## config.mk

```make
export PLATFORM = sky130hd
export DESIGN_NAME = mavlink_stream_deframer_top
export DESIGN_NICKNAME = d
export VERILOG_FILES = /design/src/hw/rtl/mvd_pkg.sv /design/src/hw/rtl/mvd_parser.sv /design/src/hw/rtl/mvd_out_buf.sv /design/src/hw/rtl/mavlink_stream_deframer_top.sv
export SDC_FILE = /design/constraint.sdc
export NUM_CORES = 1
export LEC_CHECK = 0
export ABC_AREA = 1
export BUFFER_PORTS_ARGS = -buffer_cell sky130_fd_sc_hd__buf_2
export CAP_MARGIN = 5
export CELL_PAD_IN_SITES_DETAIL_PLACEMENT = 0
export CELL_PAD_IN_SITES_GLOBAL_PLACEMENT = 1
export CORE_AREA = 2 2 174 133
export DETAILED_ROUTE_END_ITERATION = 6
export DIE_AREA = 0 0 176 135
export PLACE_DENSITY = 0.77
export SKIP_LAST_GASP = 1
export SLEW_MARGIN = 40
export SYNTH_ARGS = -nofsm -noshare
export SYNTH_HDL_FRONTEND = slang
export SYNTH_SLANG_ARGS = --single-unit
```

## constraint.sdc

```tcl
create_clock -name clk -period 6.17 [get_ports clk]
set_input_delay 0 -clock clk [delete_from_list [all_inputs] [get_ports clk]]
set_output_delay 0 -clock clk [all_outputs]
set_load 0.01 [all_outputs]
```

## src/hw/rtl/mvd_pkg.sv

```systemverilog
// Shared types and constants for the MAVLink stream deframer.
package mvd_pkg;

  localparam logic [7:0] START_V1        = 8'hFE;
  localparam logic [7:0] START_V2        = 8'hFD;
  localparam logic [7:0] SIGNED_MASK     = 8'h01;
  localparam logic [7:0] CHECKSUM_BYTES  = 8'd2;
  localparam logic [7:0] SIGNATURE_BYTES = 8'd13;

  // Header byte positions after the start byte.
  localparam logic [3:0] HDR_LEN      = 4'd0;
  localparam logic [3:0] HDR_INCOMPAT = 4'd1;
  localparam logic [3:0] V1_SYS       = 4'd2;
  localparam logic [3:0] V1_COMP      = 4'd3;
  localparam logic [3:0] V1_MSG       = 4'd4;
  localparam logic [3:0] V2_SYS       = 4'd4;
  localparam logic [3:0] V2_COMP      = 4'd5;
  localparam logic [3:0] V2_MSG0      = 4'd6;
  localparam logic [3:0] V2_MSG1      = 4'd7;
  localparam logic [3:0] V2_MSG2      = 4'd8;

  localparam int OUT_DATA_W = 72;

  typedef enum logic [1:0] {
    PH_HUNT,
    PH_HEADER,
    PH_PAYLOAD,
    PH_TRAILER
  } phase_t;

  typedef struct packed {
    logic        last;
    logic        signed_frame;
    logic        version_two;
    logic [7:0]  component_id;
    logic [7:0]  system_id;
    logic [23:0] message_id;
    logic [7:0]  payload_length;
    logic [7:0]  byte_index;
    logic [7:0]  data_byte;
  } result_t;

endpackage

```

## src/hw/rtl/mvd_parser.sv

```systemverilog
// Frame state machine: header capture, payload tagging and trailer skip.
module mvd_parser
  import mvd_pkg::*;
(
  input  logic       clk,
  input  logic       rst,
  input  logic       fire,
  input  logic [7:0] rx_byte,
  output logic       res_valid,
  output result_t    res
);

  phase_t      phase, phase_next;
  logic [3:0]  header_count, header_count_next;
  logic        frame_version, frame_version_next;
  logic [7:0]  length_held, length_held_next;
  logic        signed_held, signed_held_next;
  logic [7:0]  system_held, system_held_next;
  logic [7:0]  component_held, component_held_next;
  logic [23:0] message_held, message_held_next;
  logic [7:0]  bytes_left, bytes_left_next;
  logic [7:0]  trailer_len;
  logic        hdr_done;

  assign trailer_len = signed_held ? (CHECKSUM_BYTES + SIGNATURE_BYTES) : CHECKSUM_BYTES;
  assign hdr_done    = frame_version ? (header_count == V2_MSG2) : (header_count == V1_MSG);

  // next state
  always_comb begin
    phase_next          = phase;
    header_count_next   = header_count;
    frame_version_next  = frame_version;
    length_held_next    = length_held;
    signed_held_next    = signed_held;
    system_held_next    = system_held;
    component_held_next = component_held;
    message_held_next   = message_held;
    bytes_left_next     = bytes_left;
    case (phase)
      PH_HEADER: begin
        header_count_next = header_count + 4'd1;
        if (header_count == HDR_LEN) begin
          length_held_next = rx_byte;
        end
        if (!frame_version) begin
          case (header_count)
            V1_SYS:  system_held_next = rx_byte;
            V1_COMP: component_held_next = rx_byte;
            V1_MSG:  message_held_next = {16'd0, rx_byte};
            default: ;
          endcase
        end else begin
          case (header_count)
            HDR_INCOMPAT: signed_held_next = |(rx_byte & SIGNED_MASK);
            V2_SYS:       system_held_next = rx_byte;
            V2_COMP:      component_held_next = rx_byte;
            V2_MSG0:      message_held_next = {16'd0, rx_byte};
            V2_MSG1:      message_held_next = {8'd0, rx_byte, message_held[7:0]};
            V2_MSG2:      message_held_next = {rx_byte, message_held[15:0]};
            default: ;
          endcase
        end
        if (hdr_done) begin
          if (length_held != 8'd0) begin
            phase_next      = PH_PAYLOAD;
            bytes_left_next = length_held;
          end else begin
            phase_next      = PH_TRAILER;
            bytes_left_next = trailer_len;
          end
        end
      end
      PH_PAYLOAD: begin
        bytes_left_next = bytes_left - 8'd1;
        if (bytes_left == 8'd1) begin
          phase_next      = PH_TRAILER;
          bytes_left_next = trailer_len;
        end
      end
      PH_TRAILER: begin
        if (bytes_left <= 8'd1) begin
          phase_next        = PH_HUNT;
          bytes_left_next   = 8'd0;
          header_count_next = 4'd0;
        end else begin
          bytes_left_next = bytes_left - 8'd1;
        end
      end
      default: begin
        if (rx_byte == START_V1 || rx_byte == START_V2) begin
          phase_next          = PH_HEADER;
          header_count_next   = 4'd0;
          frame_version_next  = (rx_byte == START_V2);
          length_held_next    = 8'd0;
          signed_held_next    = 1'b0;
          system_held_next    = 8'd0;
          component_held_next = 8'd0;
          message_held_next   = 24'd0;
          bytes_left_next     = 8'd0;
        end
      end
    endcase
  end

  // result
  always_comb begin
    res.data_byte      = 8'd0;
    res.byte_index     = 8'd0;
    res.payload_length = length_held;
    res.message_id     = message_held;
    res.system_id      = system_held;
    res.component_id   = component_held;
    res.version_two    = frame_version;
    res.signed_frame   = signed_held;
    res.last           = 1'b0;
    res_valid          = 1'b0;
    case (phase)
      PH_PAYLOAD: begin
        res_valid      = fire;
        res.data_byte  = rx_byte;
        res.byte_index = length_held - bytes_left;
      end
      PH_TRAILER: begin
        res_valid = fire && (bytes_left <= 8'd1);
        res.last  = 1'b1;
      end
      default: ;
    endcase
  end

  always_ff @(posedge clk) begin
    if (rst) begin
      phase          <= PH_HUNT;
      header_count   <= 4'd0;
      frame_version  <= 1'b0;
      length_held    <= 8'd0;
      signed_held    <= 1'b0;
      system_held    <= 8'd0;
      component_held <= 8'd0;
      message_held   <= 24'd0;
      bytes_left     <= 8'd0;
    end else if (fire) begin
      phase          <= phase_next;
      header_count   <= header_count_next;
      frame_version  <= frame_version_next;
      length_held    <= length_held_next;
      signed_held    <= signed_held_next;
      system_held    <= system_held_next;
      component_held <= component_held_next;
      message_held   <= message_held_next;
      bytes_left     <= bytes_left_next;
    end
  end

endmodule

```

## src/hw/rtl/mvd_out_buf.sv

```systemverilog
// Output register with a skid stage; ready toward the parser is registered.
module mvd_out_buf
  import mvd_pkg::*;
(
  input  logic    clk,
  input  logic    rst,
  input  logic    in_valid,
  input  result_t in_data,
  output logic    in_ready,
  output logic    out_valid,
  input  logic    out_ready,
  output result_t out_data
);

  logic    skid_valid;
  result_t skid_data;
  logic    out_free;

  assign in_ready = !skid_valid;
  assign out_free = !out_valid || out_ready;

  always_ff @(posedge clk) begin
    if (rst) begin
      out_valid  <= 1'b0;
      skid_valid <= 1'b0;
    end else if (out_free) begin
      if (skid_valid) begin
        out_valid  <= 1'b1;
        skid_valid <= 1'b0;
      end else begin
        out_valid <= in_valid;
      end
    end else if (in_valid) begin
      skid_valid <= 1'b1;
    end
  end

  always_ff @(posedge clk) begin
    if (out_free) begin
      if (skid_valid) begin
        out_data <= skid_data;
      end else if (in_valid) begin
        out_data <= in_data;
      end
    end else if (in_valid && !skid_valid) begin
      skid_data <= in_data;
    end
  end

endmodule

```

## src/hw/rtl/mavlink_stream_deframer_top.sv

```systemverilog
// MAVLink v1/v2 stream deframer, top level.
//
// Slave channel: one received serial byte per request on s_tdata.
// Master channel: one result per payload byte, tagged with the frame header
// (length, message id, system/component id, version, signed flag), plus an
// end-of-frame result with m_tlast high on the frame's final trailer byte.
// Hunting bytes, header bytes and other trailer bytes give no result.
// The checksum is not verified; start bytes inside a frame are frame data.
// Throughput: one byte per cycle while s_tready is high. A result reaches the
// master side through the output register, where it is held.
// When the receiver stalls, one more result is caught in the skid stage and
// s_tready drops until the output register drains; no result is lost.
// Reset (rst, synchronous) returns the parser to hunting for a start byte
// and empties the output and skid registers.
module mavlink_stream_deframer_top
  import mvd_pkg::*;
(
  input  logic                  clk,
  input  logic                  rst,
  input  logic                  s_tvalid,
  output logic                  s_tready,
  input  logic [7:0]            s_tdata,  // rx_byte
  output logic                  m_tvalid,
  input  logic                  m_tready,
  // data_byte, byte_index, payload_length, message_id[23:0], system_id,
  // component_id, version_two, signed_frame, zero fill
  output logic [OUT_DATA_W-1:0] m_tdata,
  output logic                  m_tlast
);

  logic    fire;
  logic    res_valid;
  result_t res;
  result_t out_res;

  assign fire = s_tvalid && s_tready;

  mvd_parser u_parser (
    .clk       (clk),
    .rst       (rst),
    .fire      (fire),
    .rx_byte   (s_tdata),
    .res_valid (res_valid),
    .res       (res)
  );

  mvd_out_buf u_out_buf (
    .clk       (clk),
    .rst       (rst),
    .in_valid  (res_valid),
    .in_data   (res),
    .in_ready  (s_tready),
    .out_valid (m_tvalid),
    .out_ready (m_tready),
    .out_data  (out_res)
  );

  assign m_tdata = {6'd0, out_res.signed_frame, out_res.version_two, out_res.component_id,
                    out_res.system_id, out_res.message_id, out_res.payload_length,
                    out_res.byte_index, out_res.data_byte};
  assign m_tlast = out_res.last;

  a_result_needs_request: assert property (@(posedge clk) disable iff (rst)
    res_valid |-> fire)
    else $error("result produced without an accepted byte");

  a_stall_only_when_full: assert property (@(posedge clk) disable iff (rst)
    !s_tready |-> m_tvalid && !$past(m_tready))
    else $error("input stalled while output could drain");

  a_eof_zero_fields: assert property (@(posedge clk) disable iff (rst)
    res_valid && res.last |-> res.data_byte == 8'd0 && res.byte_index == 8'd0)
    else $error("end-of-frame result carries payload fields");

  a_empty_after_reset: assert property (@(posedge clk)
    $past(rst) |-> !m_tvalid && s_tready)
    else $error("output not empty after reset");

endmodule
```

## After elaboration in Yosys (flattened, before gate mapping)

Index checks and enable logic that the tools add are counted.

| word-level totals | value |
|---|---|
| register bits after elaboration | 200 |
| output and inout port bits | 75 |
| word-level logic and storage cells | 140 |

| cells by class | value |
|---|---|
| add/subtract/negate cells | 3 |
| magnitude comparators | 1 |
| equality and inequality tests | 30 |
| muxes and demuxes | 42 |
| bitwise logic cells | 4 |
| reductions and logical operators | 29 |

Operators with widths:

| operator | count |
|---|---|
| 2-to-1 mux 67 bit | 2 |
| 2-to-1 mux 8 bit | 12 |
| 2-to-1 mux 24 bit | 3 |
| one-hot mux 24 bit (3 select lines) | 1 |
| one-hot mux 24 bit (2 select lines) | 1 |
| one-hot mux 8 bit (2 select lines) | 3 |
| AND reduction 5 bit | 5 |
| one-hot mux 8 bit (3 select lines) | 1 |
| == test 4 x 3 -> 1 bit (second input constant) | 4 |
| == test 8 bit (second input constant) | 2 |
| 2-to-1 mux 16 bit | 1 |
| inequality test 3 bit (second input constant) | 5 |
| 2-to-1 mux 4 bit | 3 |
| one-hot mux 4 bit (3 select lines) | 1 |
| inequality test 2 x 1 -> 1 bit (second input constant) | 5 |
| == test 4 x 2 -> 1 bit (second input constant) | 2 |
| == test 8 x 1 -> 1 bit (second input constant) | 1 |
| less-or-equal comparator 8 x 1 -> 1 bit (second input constant) | 1 |
| 2-to-1 mux 2 bit | 4 |
| AND reduction 4 bit | 2 |
| nonzero test 8 bit | 1 |
| subtractor 8 x 1 -> 8 bit (second input constant) | 1 |
| subtractor 8 bit | 1 |
| 2-to-1 mux 1 bit | 7 |
| 26 further kinds | 40 |

## Depth between registers and ports, before layout

Gate-level depths: netlist (run 1).

| depth | value |
|---|---|
| word-level depth | 6 |
| gate-level depth with buffers | 12 |
| depth with buffers taken out | 12 |

## By module

From an unflattened synthesis (run 1), not the netlist that was laid out.

| second synthesis, totals | value |
|---|---|
| cell total of the unflattened synthesis | 953 |
| area total of the unflattened synthesis | 8,792.2 um2 |

Modules (own cells, without submodules):

| module | instances | cells each | area an instance (um2) | seq. area each (um2) |
|---|---|---|---|---|
| mvd_out_buf | 1 | 363 | 4,958.5 | 4,063.9 |
| mvd_parser | 1 | 581 | 3,777.4 | 1,281.2 |
| mavlink_stream_deframer_top | 1 | 9 | 56.3 | 0.0 |

## Least setup slack after synthesis (run 1)

No wires, ideal clock.

| timing path | value |
|---|---|
| path kind | register to register |
| start | reg u_parser.bytes_left[0] |
| end | reg u_out_buf.skid_data[0] in the netlist's numbering (enable) |
| setup time | 574 ps |
| arrival time | 5,582 ps |
| required time | 5,596 ps |
| setup slack | 14 ps |
| stages on the path, launching flop included | 9 |
| buffers on the path | 0 |
| clock period less this slack | 6,156 ps |
| path through | dfxtp_1 > inv_1 > ha_1 > nand2_1 > nor2_1 > nor2_1 > nand2_1 > nand2_1 > nor3_1 |

| on the way | value |
|---|---|
| word-level cells in the longest chain between the ends | 5 |

RTL lines:

| element | RTL line | RTL |
|---|---|---|
| from (decl) | mvd_parser.sv:21 | `logic [7:0] bytes_left, bytes_left_next;` |
| from (signal assigned) | mvd_parser.sv:151 | `bytes_left <= bytes_left_next;` |
| less-or-equal comparator 8 x 1 -> 1 bit | mvd_parser.sv:124 | `res_valid = fire && (bytes_left <= 8'd1);` |
| logical AND 1 bit | mvd_parser.sv:124 |  |
| one-hot mux 1 bit (2 select lines) | mvd_parser.sv:117 | `case (phase)` |
| logical AND 1 bit | mvd_out_buf.sv:45 | `end else if (in_valid && !skid_valid) begin` |
| AND reduction 2 bit (no line) | -- |  |
| to (signal assigned) | mvd_out_buf.sv:46 | `skid_data <= in_data;` |
| to (decl) | mvd_out_buf.sv:16 | `result_t skid_data;` |

Every way passes these cells.
A chain may end at the register's enable or synchronous reset.

## Worst setup path after layout (run 1)

| timing path | value |
|---|---|
| start | reg u_parser.phase[0] |
| end | reg u_out_buf.out_data[8] in the netlist's numbering (enable) |

| on the way | value |
|---|---|
| word-level cells in the longest chain between the ends | 4 |
| elaborated cells on any way between the ends | 5 |
| classes of those cells | 2 x eq/ne; 1 x mux; 2 x reduce/logical |

RTL lines:

| element | RTL line | RTL |
|---|---|---|
| from (decl) | mvd_parser.sv:13 | `phase_t phase, phase_next;` |
| from (signal assigned) | mvd_parser.sv:143 | `phase <= phase_next;` |
| == test 2 bit | mvd_parser.sv:117 |  |
| one-hot mux 1 bit (2 select lines) * | mvd_parser.sv:117 |  |
| nonzero test 2 bit (no line) * | -- |  |
| AND reduction 2 bit (no line) * | -- |  |
| to (signal assigned) | mvd_out_buf.sv:41 | `out_data <= skid_data;` |
| to (signal assigned) | mvd_out_buf.sv:43 | `out_data <= in_data;` |
| to (decl) | mvd_out_buf.sv:12 | `output result_t out_data` |

Mark *: on every way between the ends. The rest lies on a longest branch, timed or not.

==> results.txt, run 1 <==
----------------------------------------------------
[Timing]
  Relative slew slack ... 50.4%
  PnR worst setup slack ... 3.15 ns
  Time the worst path needs with I/O delays and setup ... 3.02 ns
  Final-report hold violation count ... 0
  Worst setup skew after layout ... 0.0120 ns
  Worst Max-Slew Pin Slew ... 0.742 ns
  Total negative slack ... 0 ns
  Share of the cycle needed by the critical path after routing ... 48.9%
  Achievable clock frequency ... 331 MHz
  RSZ-0062 raised after global routing ... no
  Setup violators final ... 0
  Total count of max-transition violations in the final report ... 0

[Synth]
  Register area share after synthesis ... 60.1%
  Avg Synthesized Cell Area ... 9.57 sq um
  Post-synthesis compound-gate area fraction ... 8.61%
  Synthesized instance count ... 929
  Largest family of logic cells by synthesized area ... simple AND/OR/NAND/NOR gates
  Post-Synth Simple-Gate Area ... 21.7%
  EDFF count, synth ... 134
  Cell area after technology mapping ... 8890 sq um
  Synthesis-stage register bit count ... 200
  Synth unique cells ... 43
  Share of synthesized cell area in full adder, half adder and majority cells ... 2.62%
  Share of flip-flops with an asynchronous set or reset after synthesis ... 0%
  Share of synthesized area spent on multiplexers ... 0%
  Top FF cell, synth ... sky130_fd_sc_hd__edfxtp_1
  Post-synthesis xor/xnor area fraction ... 0.690%
  Synthesis warning total ... 0

[CTS]
  Buffer depth of the longest clock path ... 2
  Clock tree root buffer cell ... sky130_fd_sc_hd__clkbuf_16
  Number of CTS-inserted buffers ... 17
  CTS tree ... built
  Latest clock arrival within the worst-skew pair ... 0.43 ns
  Count of buffers added by post-CTS timing repair for setup ... 0
  Post-CTS clock slew at the launch and capture registers of the worst setup and hold paths ... 0.08 ns
  Total number of H-tree levels ... 4
  Count of clock tree sinks ... 200

[Place]
  Number of port buffers ... 80
  Total placed instance area ... 9510 sq um
  Placer congestion estimate ... 0.891
  Pre-CTS setup slack ... 2.84 ns
  DPL Wire Length ... 13.1 mm

[Cells and area]
  Flip-flop and latch area ... 5350 sq um
  Finished layout cell area ... 10200 sq um
  Fraction of final layout cells sized beyond drive strength 1 ... 16.3%
  Post-layout util ... 46.6%
  Post-layout nets ... 1037
  Area of the multi-input gates ... 3030 sq um
  Synthesis-to-finish area growth ... 14.8%
  # diodes ... 0
  Number of filler instances in the final layout ... 2080

[Drt]
  Vias post-DR ... 6306
  Residual DRC ... 0
  Antenna viol nets, final ... 0
  Number of detailed-routing iterations run before antenna repair ... 5
  Drt initial violations ... 507
  Final Routed Wirelength ... 19.5 mm
  Vias per inst ... 4.80
  DR WL/cell ... 14.9 um

[Setup path]
  Slack of the worst reg-to-reg path ... 3.15 ns
  Crit end category ... register
  Critical path required time ... 6.24 ns
  Worst setup path start ... u_parser.phase[0]
  Crit path to ... u_out_buf.out_data[8]
  Element type at the critical path start ... register
  Endpoint arrival time on the critical path ... 3.09 ns
  Reg-to-reg critical path endpoint ... u_out_buf.out_data[8]
  Max Fanout on Critical Path ... 50
  Reg-to-reg startpoint ... u_parser.phase[0]
  Number of cell instances on the worst register-to-register path ... 7
  Critical path class ... register to register

[Power and ir drop]
  Reported leakage power ... 4.20 nW
  P per Cell Area ... 290 nW/um^2
  Power, Total ... 2.96 mW
  Worst voltage drop across the vdd grid ... 0.000231 V

[Worst hold path]
  Min-Delay Path Class ... primary input to register

[Floorplanning]
  Standard cell core area ... 21900 sq um
  I/O pin count ... 87
  Die extent in y ... 135 um
  Number of rows created at floorplan ... 47
  Die W ... 176 um
  Die area ... 23800 sq um
  Initial standard-cell utilization of the core ... 40.5%

[Global route]
  Number of global-route vias before repair ... 5627
  Global-route wire length before repair ... 31.3 mm
  Remaining Overflow, GRT ... 0
  Largest net degree at the start of global routing ... 104
  Total global-route track usage ... 17.1%
  Antenna violations before repair ... 0

[Outcome]
  Result of the run ... finished clean

[Flow run]
  Max Cap Violations ... 0

----------------------------------------------------
[repair_timing]
action	in CTS	in global routing
hold endpoints to repair	19	0
resized for setup	0	0
hold buffers	9	0
[report_power, final]
group          leakage (nW)  internal [mW]  switching (mW)
clock network         0.286          0.581           0.551
logic                  2.09         0.0983           0.216
registers              1.83           1.49          0.0281
total                  4.20           2.16           0.795
[kinds of logic after synthesis]
kind of cell / count (synthesis)
fa+ha+maj: 18
compound gates: 139
flops: 200
simple gates: 440
buf+inv: 124
xor+xnor: 7
other cells: 1
[cells in the final DEF, fill, tap and decap left out, drive strengths merged, types with 9 or more instances in the layout]
master and count:
nand2 288, edfxtp 134, nor2 98, o21ai 89
inv 88, buf 85, dfxtp 66, a21oi 42
nand3 32, clkbuf 17, ha 17, nor3 12
dlygate4sd3 9
[cell type report]
| cell class | count | area share (%) |
|---|---|---|
| flip-flops and latches | 200 | 52.4 |
| multi-input cells | 610 | 29.7 |
| repair buffers | 94 | 5.23 |
| clock buffers | 17 | 4.17 |
| well taps | 294 | 3.60 |
| inverters | 84 | 3.21 |
| clock inverters | 15 | 1.74 |
[Yosys cell counts, types with 5 or more instances]
| cell | instances | area share [%] |
|---|---|---|
| sky130_fd_sc_hd__buf_4 | 7 | 0.59 |
| sky130_fd_sc_hd__o21ai_0 | 59 | 3.3 |
| sky130_fd_sc_hd__a21oi_2 | 5 | 0.49 |
| sky130_fd_sc_hd__o21ai_1 | 27 | 1.5 |
| sky130_fd_sc_hd__nor2_1 | 90 | 3.8 |
| sky130_fd_sc_hd__ha_1 | 17 | 2.4 |
| sky130_fd_sc_hd__nor3_1 | 11 | 0.62 |
| sky130_fd_sc_hd__nand3_1 | 29 | 1.6 |
| sky130_fd_sc_hd__nand2_1 | 279 | 12 |
| sky130_fd_sc_hd__nand4_1 | 6 | 0.42 |
| sky130_fd_sc_hd__inv_1 | 72 | 3.0 |
| sky130_fd_sc_hd__a21oi_1 | 36 | 2.0 |
| sky130_fd_sc_hd__edfxtp_1 | 134 | 45 |
| sky130_fd_sc_hd__dfxtp_1 | 66 | 15 |
| sky130_fd_sc_hd__inv_2 | 9 | 0.38 |
| sky130_fd_sc_hd__buf_6 | 6 | 0.76 |
| sky130_fd_sc_hd__clkbuf_1 | 24 | 1.0 |
[stage by stage]
stage / hold WS, ns / std cells
6_report: 0.0193 / 1314
5_1_grt: 0.0205 / 1314
4_1_cts: 0.0881 / 1314
3_5_place_dp: 0.359 / 1273
3_3_place_gp: 0.361 / 1273
2_1_floorplan: 0.160 / 934
[how the worst min path moves through the flow]
stage,from,end,slack (ns),cells after the start
2_1_floorplan,s_tdata[2],u_parser.length_held[2],0.16,2
3_3_place_gp,s_tdata[0],u_parser.frame_version,0.36,3
3_5_place_dp,s_tdata[4],u_parser.length_held[4],0.36,3
4_1_cts,s_tvalid,u_parser.frame_version,0.09,5
5_1_grt,rst,u_parser.message_held[21],0.02,2
6_report,rst,u_parser.bytes_left[7],0.02,2
[routing by layer]
layer	GRT usage, %	vias to the layer above	share of wire, %
li1	-	3206	-
met2	24.5	182	42
met3	2.70	13	5.8
met5	0	-	0
met4	4.87	0	0.83
met1	26.5	2905	51
[registers in the layout (all words and copies together), names as in the netlist]
signal / flops
u_out_buf.out_data: 67
u_out_buf.out_valid: 1
u_out_buf.skid_data: 67
u_out_buf.skid_valid: 1
u_parser.bytes_left: 8
u_parser.component_held: 8
u_parser.frame_version: 1
u_parser.header_count: 4
u_parser.length_held: 8
u_parser.message_held: 24
u_parser.phase: 2
u_parser.signed_held: 1
u_parser.system_held: 8
[critical path, stage by stage (launching register included)]
cell and delay, ns:
sky130_fd_sc_hd__dfxtp_1 0.38, sky130_fd_sc_hd__inv_1 0.11, sky130_fd_sc_hd__ha_2 0.47, sky130_fd_sc_hd__inv_1 0.16
sky130_fd_sc_hd__nand2_1 0.11, sky130_fd_sc_hd__nand2_1 0.13, sky130_fd_sc_hd__a21oi_4 0.63, sky130_fd_sc_hd__buf_4 0.62
No activity file was read; power rests on OpenSTA's default activity.
==> run 2: changes to the inputs <==
--- a/config.mk
+++ b/config.mk
@@ -10,10 +10,10 @@
 export CAP_MARGIN = 5
 export CELL_PAD_IN_SITES_DETAIL_PLACEMENT = 0
 export CELL_PAD_IN_SITES_GLOBAL_PLACEMENT = 1
-export CORE_AREA = 2 2 174 133
+export CORE_AREA = 2 2 164 126
 export DETAILED_ROUTE_END_ITERATION = 6
-export DIE_AREA = 0 0 176 135
-export PLACE_DENSITY = 0.77
+export DIE_AREA = 0 0 166 128
+export PLACE_DENSITY = 0.82
 export SKIP_LAST_GASP = 1
 export SLEW_MARGIN = 40
 export SYNTH_ARGS = -nofsm -noshare
==> constraint.sdc (replaced) <==
create_clock -name clk -period 2.9 [get_ports clk]
set_input_delay 0 -clock clk [delete_from_list [all_inputs] [get_ports clk]]
set_output_delay 0 -clock clk [all_outputs]
set_load 0.01 [all_outputs]
==> results.txt, run 2 (synthesized netlist as in run 1, its figures left out) <==
----------------------------------------------------
[Timing]
  Relative slew slack ... 54.1%
  Worst Max-Slew Pin Slew ... 0.689 ns
  Total count of max-transition violations in the final report ... 0
  Setup violators final ... 0
  Worst setup skew after layout ... 0.0138 ns
  Achievable clock frequency ... 459 MHz
  Time the worst path needs with I/O delays and setup ... 2.18 ns
  RSZ-0062 raised after global routing ... no
  Share of the cycle needed by the critical path after routing ... 75.1%
  Final-report hold violation count ... 0

[CTS]
  Post-CTS clock slew at the launch and capture registers of the worst setup and hold paths ... 0.08 ns
  Count of buffers added by post-CTS timing repair for setup ... 0
  Buffer depth of the longest clock path ... 2
  Latest clock arrival within the worst-skew pair ... 0.44 ns
  Count of clock tree sinks ... 200
  Total number of H-tree levels ... 4
  CTS tree ... built
  Post-CTS resize count ... 0
  Clock tree root buffer cell ... sky130_fd_sc_hd__clkbuf_16
  Number of CTS-inserted buffers ... 17

[Global route]
  Global-route wire length before repair ... 31.4 mm
  Gr busiest metal ... met1
  Antenna violations before repair ... 0
  Met3 Resource Use GR ... 3.52%
  Remaining Overflow, GRT ... 0
  Met1 track utilization from global routing ... 29.2%
  Number of global-route vias before repair ... 5838
  Total global-route track usage ... 18.8%
  Global routing usage on met2 ... 26.7%
  Largest net degree at the start of global routing ... 104

[Cells and area]
  Finished layout cell area ... 10300 sq um
  Leading cell type in the layout, fill and taps excluded ... sky130_fd_sc_hd__nand2_1
  Final Non-Filler Cells ... 1282
  Fraction of final layout cells sized beyond drive strength 1 ... 18.0%
  Leading registers by flop count ... u_out_buf.out_data: 67 flops, u_out_buf.skid_data: 67 flops, u_parser.message_held: 24 flops
  # diodes ... 0
  Most frequent cells in the layout ... sky130_fd_sc_hd__nand2_1, sky130_fd_sc_hd__edfxtp_1, sky130_fd_sc_hd__nor2_1
  Post-layout nets ... 1041
  Synthesis-to-finish area growth ... 15.5%

[Outcome]
  Result of the run ... finished clean

[Floorplanning]
  Die W ... 166 um
  Die extent in y ... 128 um
  I/O pin count ... 87
  Number of rows created at floorplan ... 45
  Initial standard-cell utilization of the core ... 45.0%
  Standard cell core area ... 19800 sq um
  Die area ... 21200 sq um

[Setup path]
  Max Fanout on Critical Path ... 39
  Element type at the critical path start ... register
  Number of cell instances on the worst register-to-register path ... 6
  Slack of the worst reg-to-reg path ... 0.72 ns
  Critical path required time ... 2.97 ns
  Crit end category ... register
  Critical path class ... register to register
  Endpoint arrival time on the critical path ... 2.25 ns

[Power and ir drop]
  Worst voltage drop across the vdd grid ... 0.000291 V
  Reported leakage power ... 4.25 nW
  Power, Total ... 6.27 mW
  P per Cell Area ... 610 nW/um^2

[Worst hold path]
  Min-Delay Path Class ... primary input to register
  Hold Path Stages ... 4

[Drt]
  Final Routed Wirelength ... 19.3 mm
  Vias per inst ... 4.98
  Vias post-DR ... 6380
  Antenna viol nets, final ... 0
  Drt initial violations ... 598
  Residual DRC ... 0
  DR WL/cell ... 15.1 um
  Number of detailed-routing iterations run before antenna repair ... 5

[Place]
  Total placed instance area ... 9580 sq um
  Placed cell count ... 1241
  Placer congestion estimate ... 0.837
  DPL Wire Length ... 13.1 mm
  Number of port buffers ... 80

[Flow run]
  Max Cap Violations ... 0

----------------------------------------------------
run 2: changes by cell type in the layout (fill, tap and decap cells not counted), moves of 2 or more:
| cell | delta |
|---|---|
| sky130_fd_sc_hd__inv_6 | +2 |
| sky130_fd_sc_hd__nand2_2 | +2 |
| sky130_fd_sc_hd__inv_1 | -2 |
| sky130_fd_sc_hd__nor2_1 | -5 |
| sky130_fd_sc_hd__ha_4 | +2 |
| sky130_fd_sc_hd__buf_4 | +2 |
| sky130_fd_sc_hd__dfxtp_1 | -3 |
| sky130_fd_sc_hd__dfxtp_2 | +2 |
| sky130_fd_sc_hd__nand2_1 | -3 |
| sky130_fd_sc_hd__nor2_2 | +4 |
| sky130_fd_sc_hd__inv_4 | +2 |
| sky130_fd_sc_hd__clkinvlp_4 | -3 |
run 2: worst max-delay path, stage by stage (launching register included):
cell and delay, ns:
sky130_fd_sc_hd__dfxtp_2 0.40, sky130_fd_sc_hd__ha_1 0.37, sky130_fd_sc_hd__nor2_1 0.11, sky130_fd_sc_hd__nor2_1 0.15, sky130_fd_sc_hd__nand2_2 0.12, sky130_fd_sc_hd__nor3_4 0.19
sky130_fd_sc_hd__buf_4 0.46
run 2: power by group:
part           total [mW]  internal [mW]  leakage [nW]  switching [mW]
Clock                2.37           1.17         0.293            1.20
Combinational       0.682          0.218          2.13           0.464
Sequential           3.22           3.16          1.83          0.0592
Total                6.27           4.55          4.25            1.72
run 2: worst paths after layout:
| path | start | endpoint |
|---|---|---|
| hold / removal | rst | u_parser.header_count[0] |
| setup / recovery | u_parser.phase[0] | u_out_buf.skid_data[57] |
| setup reg to reg | u_parser.phase[0] | u_out_buf.skid_data[57] |
| hold reg to reg | u_parser.message_held[13] | u_out_buf.skid_data[37] |
run 2: through the flow:
| step | setup WS, ns | TNS, ns | hold WS (ns) | utilization, % |
|---|---|---|---|---|
| floorplan | -0.108 | -7.26 | 0.160 | - |
| global placement | 0.801 | 0 | 0.351 | 48.5 |
| detailed placement | 0.755 | 0 | 0.363 | 48.5 |
| CTS | 0.724 | 0 | 0.0639 | 52.0 |
| global route | 0.521 | 0 | 0.0772 | 52.0 |
| finish | 0.723 | 0 | 0.0708 | 52.0 |
run 2: area by class of cell:
class,count,area [sq um]
clock buffers,17,425
clock inverters,15,173
fillers,1782,9490
inverters,84,333
multi-input cells,610,3090
flip-flops and latches,200,5350
well taps,258,323
repair buffers,98,574
run 2: routing by layer:
layer	part of all wire (%)	vias to the layer above
met3	5.7	16
met1	52	2984
met5	0	-
met4	1.0	0
met2	41	173
li1	-	3207
run 2: timing repair:
action / in CTS / in global routing
endpoints found under the hold margin: 20 / 0
setup endpoints to repair: 0 / 0
hold buffers: 9 / 0
==> run 3: changes to the inputs <==
--- a/config.mk
+++ b/config.mk
@@ -5,15 +5,15 @@
 export SDC_FILE = /design/constraint.sdc
 export NUM_CORES = 1
 export LEC_CHECK = 0
-export ABC_AREA = 1
+export ABC_AREA = 0
 export BUFFER_PORTS_ARGS = -buffer_cell sky130_fd_sc_hd__buf_2
 export CAP_MARGIN = 5
 export CELL_PAD_IN_SITES_DETAIL_PLACEMENT = 0
 export CELL_PAD_IN_SITES_GLOBAL_PLACEMENT = 1
-export CORE_AREA = 2 2 164 126
+export CORE_AREA = 2 2 165 127
 export DETAILED_ROUTE_END_ITERATION = 6
-export DIE_AREA = 0 0 166 128
-export PLACE_DENSITY = 0.82
+export DIE_AREA = 0 0 167 129
+export PLACE_DENSITY = 0.78
 export SKIP_LAST_GASP = 1
 export SLEW_MARGIN = 40
 export SYNTH_ARGS = -nofsm -noshare
==> constraint.sdc (replaced) <==
create_clock -name clk -period 1.85 [get_ports clk]
set_input_delay 0 -clock clk [delete_from_list [all_inputs] [get_ports clk]]
set_output_delay 0 -clock clk [all_outputs]
set_load 0.01 [all_outputs]
==> results.txt, run 3 <==
----------------------------------------------------
[Timing]
  Achievable clock frequency ... 481 MHz
  Setup violators final ... 159
  Final-report hold violation count ... 0
  PnR worst setup slack ... -0.227 ns
  Time the worst path needs with I/O delays and setup ... 2.08 ns
  Share of the cycle needed by the critical path after routing ... 112%
  Hold slack final ... 0.0685 ns
  Total negative slack ... -26.24 ns
  Worst setup skew after layout ... 0.0124 ns
  RSZ-0062 raised after global routing ... yes
  Total count of max-transition violations in the final report ... 0

[Global route]
  Total global-route track usage ... 19.2%
  Remaining Overflow, GRT ... 0
  Antenna violations before repair ... 0
  Global routing usage on met2 ... 29.8%
  Global-route wire length before repair ... 32.0 mm
  Met1 track utilization from global routing ... 26.5%
  Met3 Resource Use GR ... 5.23%
  Gr busiest metal ... met2
  Number of global-route vias before repair ... 5862
  Largest net degree at the start of global routing ... 61

[Outcome]
  Failing checks ... setup timing
  Result of the run ... complete, but fails checks

[CTS]
  Post-CTS clock slew at the launch and capture registers of the worst setup and hold paths ... 0.08 ns
  Latest clock arrival within the worst-skew pair ... 0.44 ns
  Buffer depth of the longest clock path ... 2
  CTS tree ... built
  Total number of H-tree levels ... 4
  Count of clock tree sinks ... 200
  Number of CTS-inserted buffers ... 17
  Clock tree root buffer cell ... sky130_fd_sc_hd__clkbuf_16

[Setup path]
  Max Fanout on Critical Path ... 6
  Critical path required time ... 2.00 ns
  Standard cell with the maximum stage delay on the critical path ... sky130_fd_sc_hd__or3_4
  Category of cells accounting for the largest share of critical-path delay ... simple AND/OR/NAND/NOR gates
  Reg-to-reg startpoint ... u_parser.bytes_left[6]
  Crit end category ... register
  Element type at the critical path start ... register
  Critical path class ... register to register
  Number of cell instances on the worst register-to-register path ... 7
  Endpoint arrival time on the critical path ... 2.23 ns
  Number of buffers and inverters on the critical path ... 2
  Slack of the worst reg-to-reg path ... -0.23 ns
  Reg-to-reg critical path endpoint ... u_out_buf.out_data[23]
  Worst setup path start ... u_parser.bytes_left[6]
  Sequence of cells on the critical path ... or3_4 -> nor3_4 -> a21oi_2 -> o21a_1 -> a21oi_4 -> buf_6 -> clkbuf_16
  CP peak stage delay ... 0.40 ns

[Drt]
  Antenna viol nets, final ... 0
  DR WL/cell ... 18.3 um
  Number of detailed-routing iterations run before antenna repair ... 5
  Vias per inst ... 5.19
  Drt initial violations ... 466
  Vias post-DR ... 5811
  Final Routed Wirelength ... 20.5 mm
  Residual DRC ... 0

[Synth]
  Post-synthesis cell type with the largest combined area ... sky130_fd_sc_hd__edfxtp_1
  Most frequent cell after synthesis ... sky130_fd_sc_hd__edfxtp_1
  Avg Synthesized Cell Area ... 13.4 sq um
  Fraction of synthesized cell area taken by the top area cell type ... 46.8%
  Synthesis warning total ... 0
  Synthesized instance count ... 644
  Register area share after synthesis ... 62.1%
  Synthesis-stage register bit count ... 200
  Most numerous cell types in the synthesized netlist ... sky130_fd_sc_hd__edfxtp_1, sky130_fd_sc_hd__dfxtp_1, sky130_fd_sc_hd__mux2_2, sky130_fd_sc_hd__mux2i_1, sky130_fd_sc_hd__nor2_1
  Synth unique cells ... 64
  Top FF cell, synth ... sky130_fd_sc_hd__edfxtp_1
  Cell area after technology mapping ... 8610 sq um
  Share of flip-flops with an asynchronous set or reset after synthesis ... 0%
  EDFF count, synth ... 134
  Top cells by area, synth ... sky130_fd_sc_hd__edfxtp_1, sky130_fd_sc_hd__dfxtp_1, sky130_fd_sc_hd__mux2_2

[Floorplanning]
  Standard cell core area ... 19900 sq um
  Number of rows created at floorplan ... 45
  I/O pin count ... 87
  Die extent in y ... 129 um
  Die W ... 167 um
  Initial standard-cell utilization of the core ... 43.3%
  Die area ... 21500 sq um

[Cells and area]
  Final Non-Filler Cells ... 1120
  Leading registers by flop count ... u_out_buf.out_data: 67 flops, u_out_buf.skid_data: 67 flops, u_parser.message_held: 24 flops
  Post-layout util ... 58.4%
  Number of filler instances in the final layout ... 1574
  Fraction of final layout cells sized beyond drive strength 1 ... 45.7%
  Synthesis-to-finish area growth ... 34.9%
  Post-layout nets ... 879
  Most frequent cells in the layout ... sky130_fd_sc_hd__edfxtp_1, sky130_fd_sc_hd__buf_4, sky130_fd_sc_hd__buf_2
  Leading cell type in the layout, fill and taps excluded ... sky130_fd_sc_hd__edfxtp_1
  # diodes ... 0

[Place]
  DPL Wire Length ... 13.6 mm
  Placed cell count ... 1054
  Number of port buffers ... 80
  Placer congestion estimate ... 0.853

[Worst hold path]
  Hold Path Stages ... 3
  End point of the worst hold path ... u_parser.component_held[4]
  Worst Min Path Start ... rst
  Min-Delay Path Class ... primary input to register

[Power and ir drop]
  P per Cell Area ... 744 nW/um^2
  Reported leakage power ... 4.10 nW
  Worst voltage drop across the vdd grid ... 0.000515 V
  Power, Total ... 8.64 mW

[Flow run]
  Max Cap Violations ... 0

----------------------------------------------------
==> run 3: changes by cell type in the layout (fill, tap and decap cells not counted), sizes merged, moves of 18 or more <==
cell    previous run  this run
inv               90        29
nand2            288        27
nand3             32        12
and2               0        19
nor2              98        50
buf               89       200
mux2               0        61
o21ai             89        12
mux2i              0        49
a21oi             42        11
nand2b             0        18
==> run 3: per-stage QoR <==
stage	area [sq um]	setup slack [ns]
2_1_floorplan	8790	-1.19
3_3_place_gp	10200	-0.185
4_1_cts	11200	-0.214
5_1_grt	11600	-0.292
6_report	11600	-0.227
3_5_place_dp	10200	-0.255
==> run 3: worst max path at each step <==
| stage | endpoint | cells after the start |
|---|---|---|
| finish | u_out_buf.out_data[23] | 7 |
| global route | u_out_buf.out_data[9] | 7 |
| CTS | u_out_buf.out_data[50] | 7 |
| detailed placement | u_out_buf.out_data[50] | 6 |
| global placement | u_out_buf.out_data[50] | 6 |
| floorplan | u_out_buf.skid_data[0] | 4 |
==> run 3: final cells by class <==
type | count | area [sq um] | share of cell area [%]
Tap cell | 258 | 323 | 2.78
Timing Repair Buffer | 211 | 1690 | 14.6
Sequential cell | 200 | 5380 | 46.4
Clock buffer | 17 | 425 | 3.66
Clock inverter | 15 | 190 | 1.64
Multi-Input combinational cell | 398 | 3510 | 30.2
Inverter | 21 | 88.8 | 0.765
==> run 3: cell families (layout without fill, tap and decap cells) <==
| kind of cell | after synthesis | after routing | share of synthesized area (%) |
|---|---|---|---|
| DFF | 200 | 200 | 62.1 |
| and+or+nand+nor | 181 | 181 | 11.2 |
| muxes | 110 | 110 | 13.7 |
| AOI/OAI and AO/OA | 73 | 73 | 6.66 |
| buffers and inverters | 51 | 264 | 2.57 |
| adders and majority gates | 18 | 18 | 2.70 |
| xor gates and xnor gates | 10 | 10 | 1.02 |
| other | 1 | 6 | 0.0436 |
==> run 3: routing by layer <==
layer,share of wire (%),routed length [um],up-vias
met1,47,9680,2829
met3,6.4,1310,25
li1,-,-,2773
met2,45,9170,184
met4,1.7,350,0
met5,0,0,-
==> run 3: repair_timing <==
| action | 4_1_cts | 5_1_grt |
|---|---|---|
| setup endpoints to repair | 200 | 205 |
| resized for setup | 26 | 77 |
| hold buffers | 9 | 0 |
| hold endpoints to repair | 17 | 0 |
| buffers inserted | 11 | 11 |
| pin swaps | 12 | 28 |
| gates cloned | 5 | 3 |
==> run 3: power by group <==
part           internal (mW)  switching [mW]
registers               4.69        0.000970
logic                 0.0745           0.100
clock network           1.86            1.91
==> run 3: tightest hold or removal path, cell delays in order <==
cell	delay, ns
sky130_fd_sc_hd__buf_2	0.14
sky130_fd_sc_hd__buf_12	0.19
sky130_fd_sc_hd__nor2_1	0.11
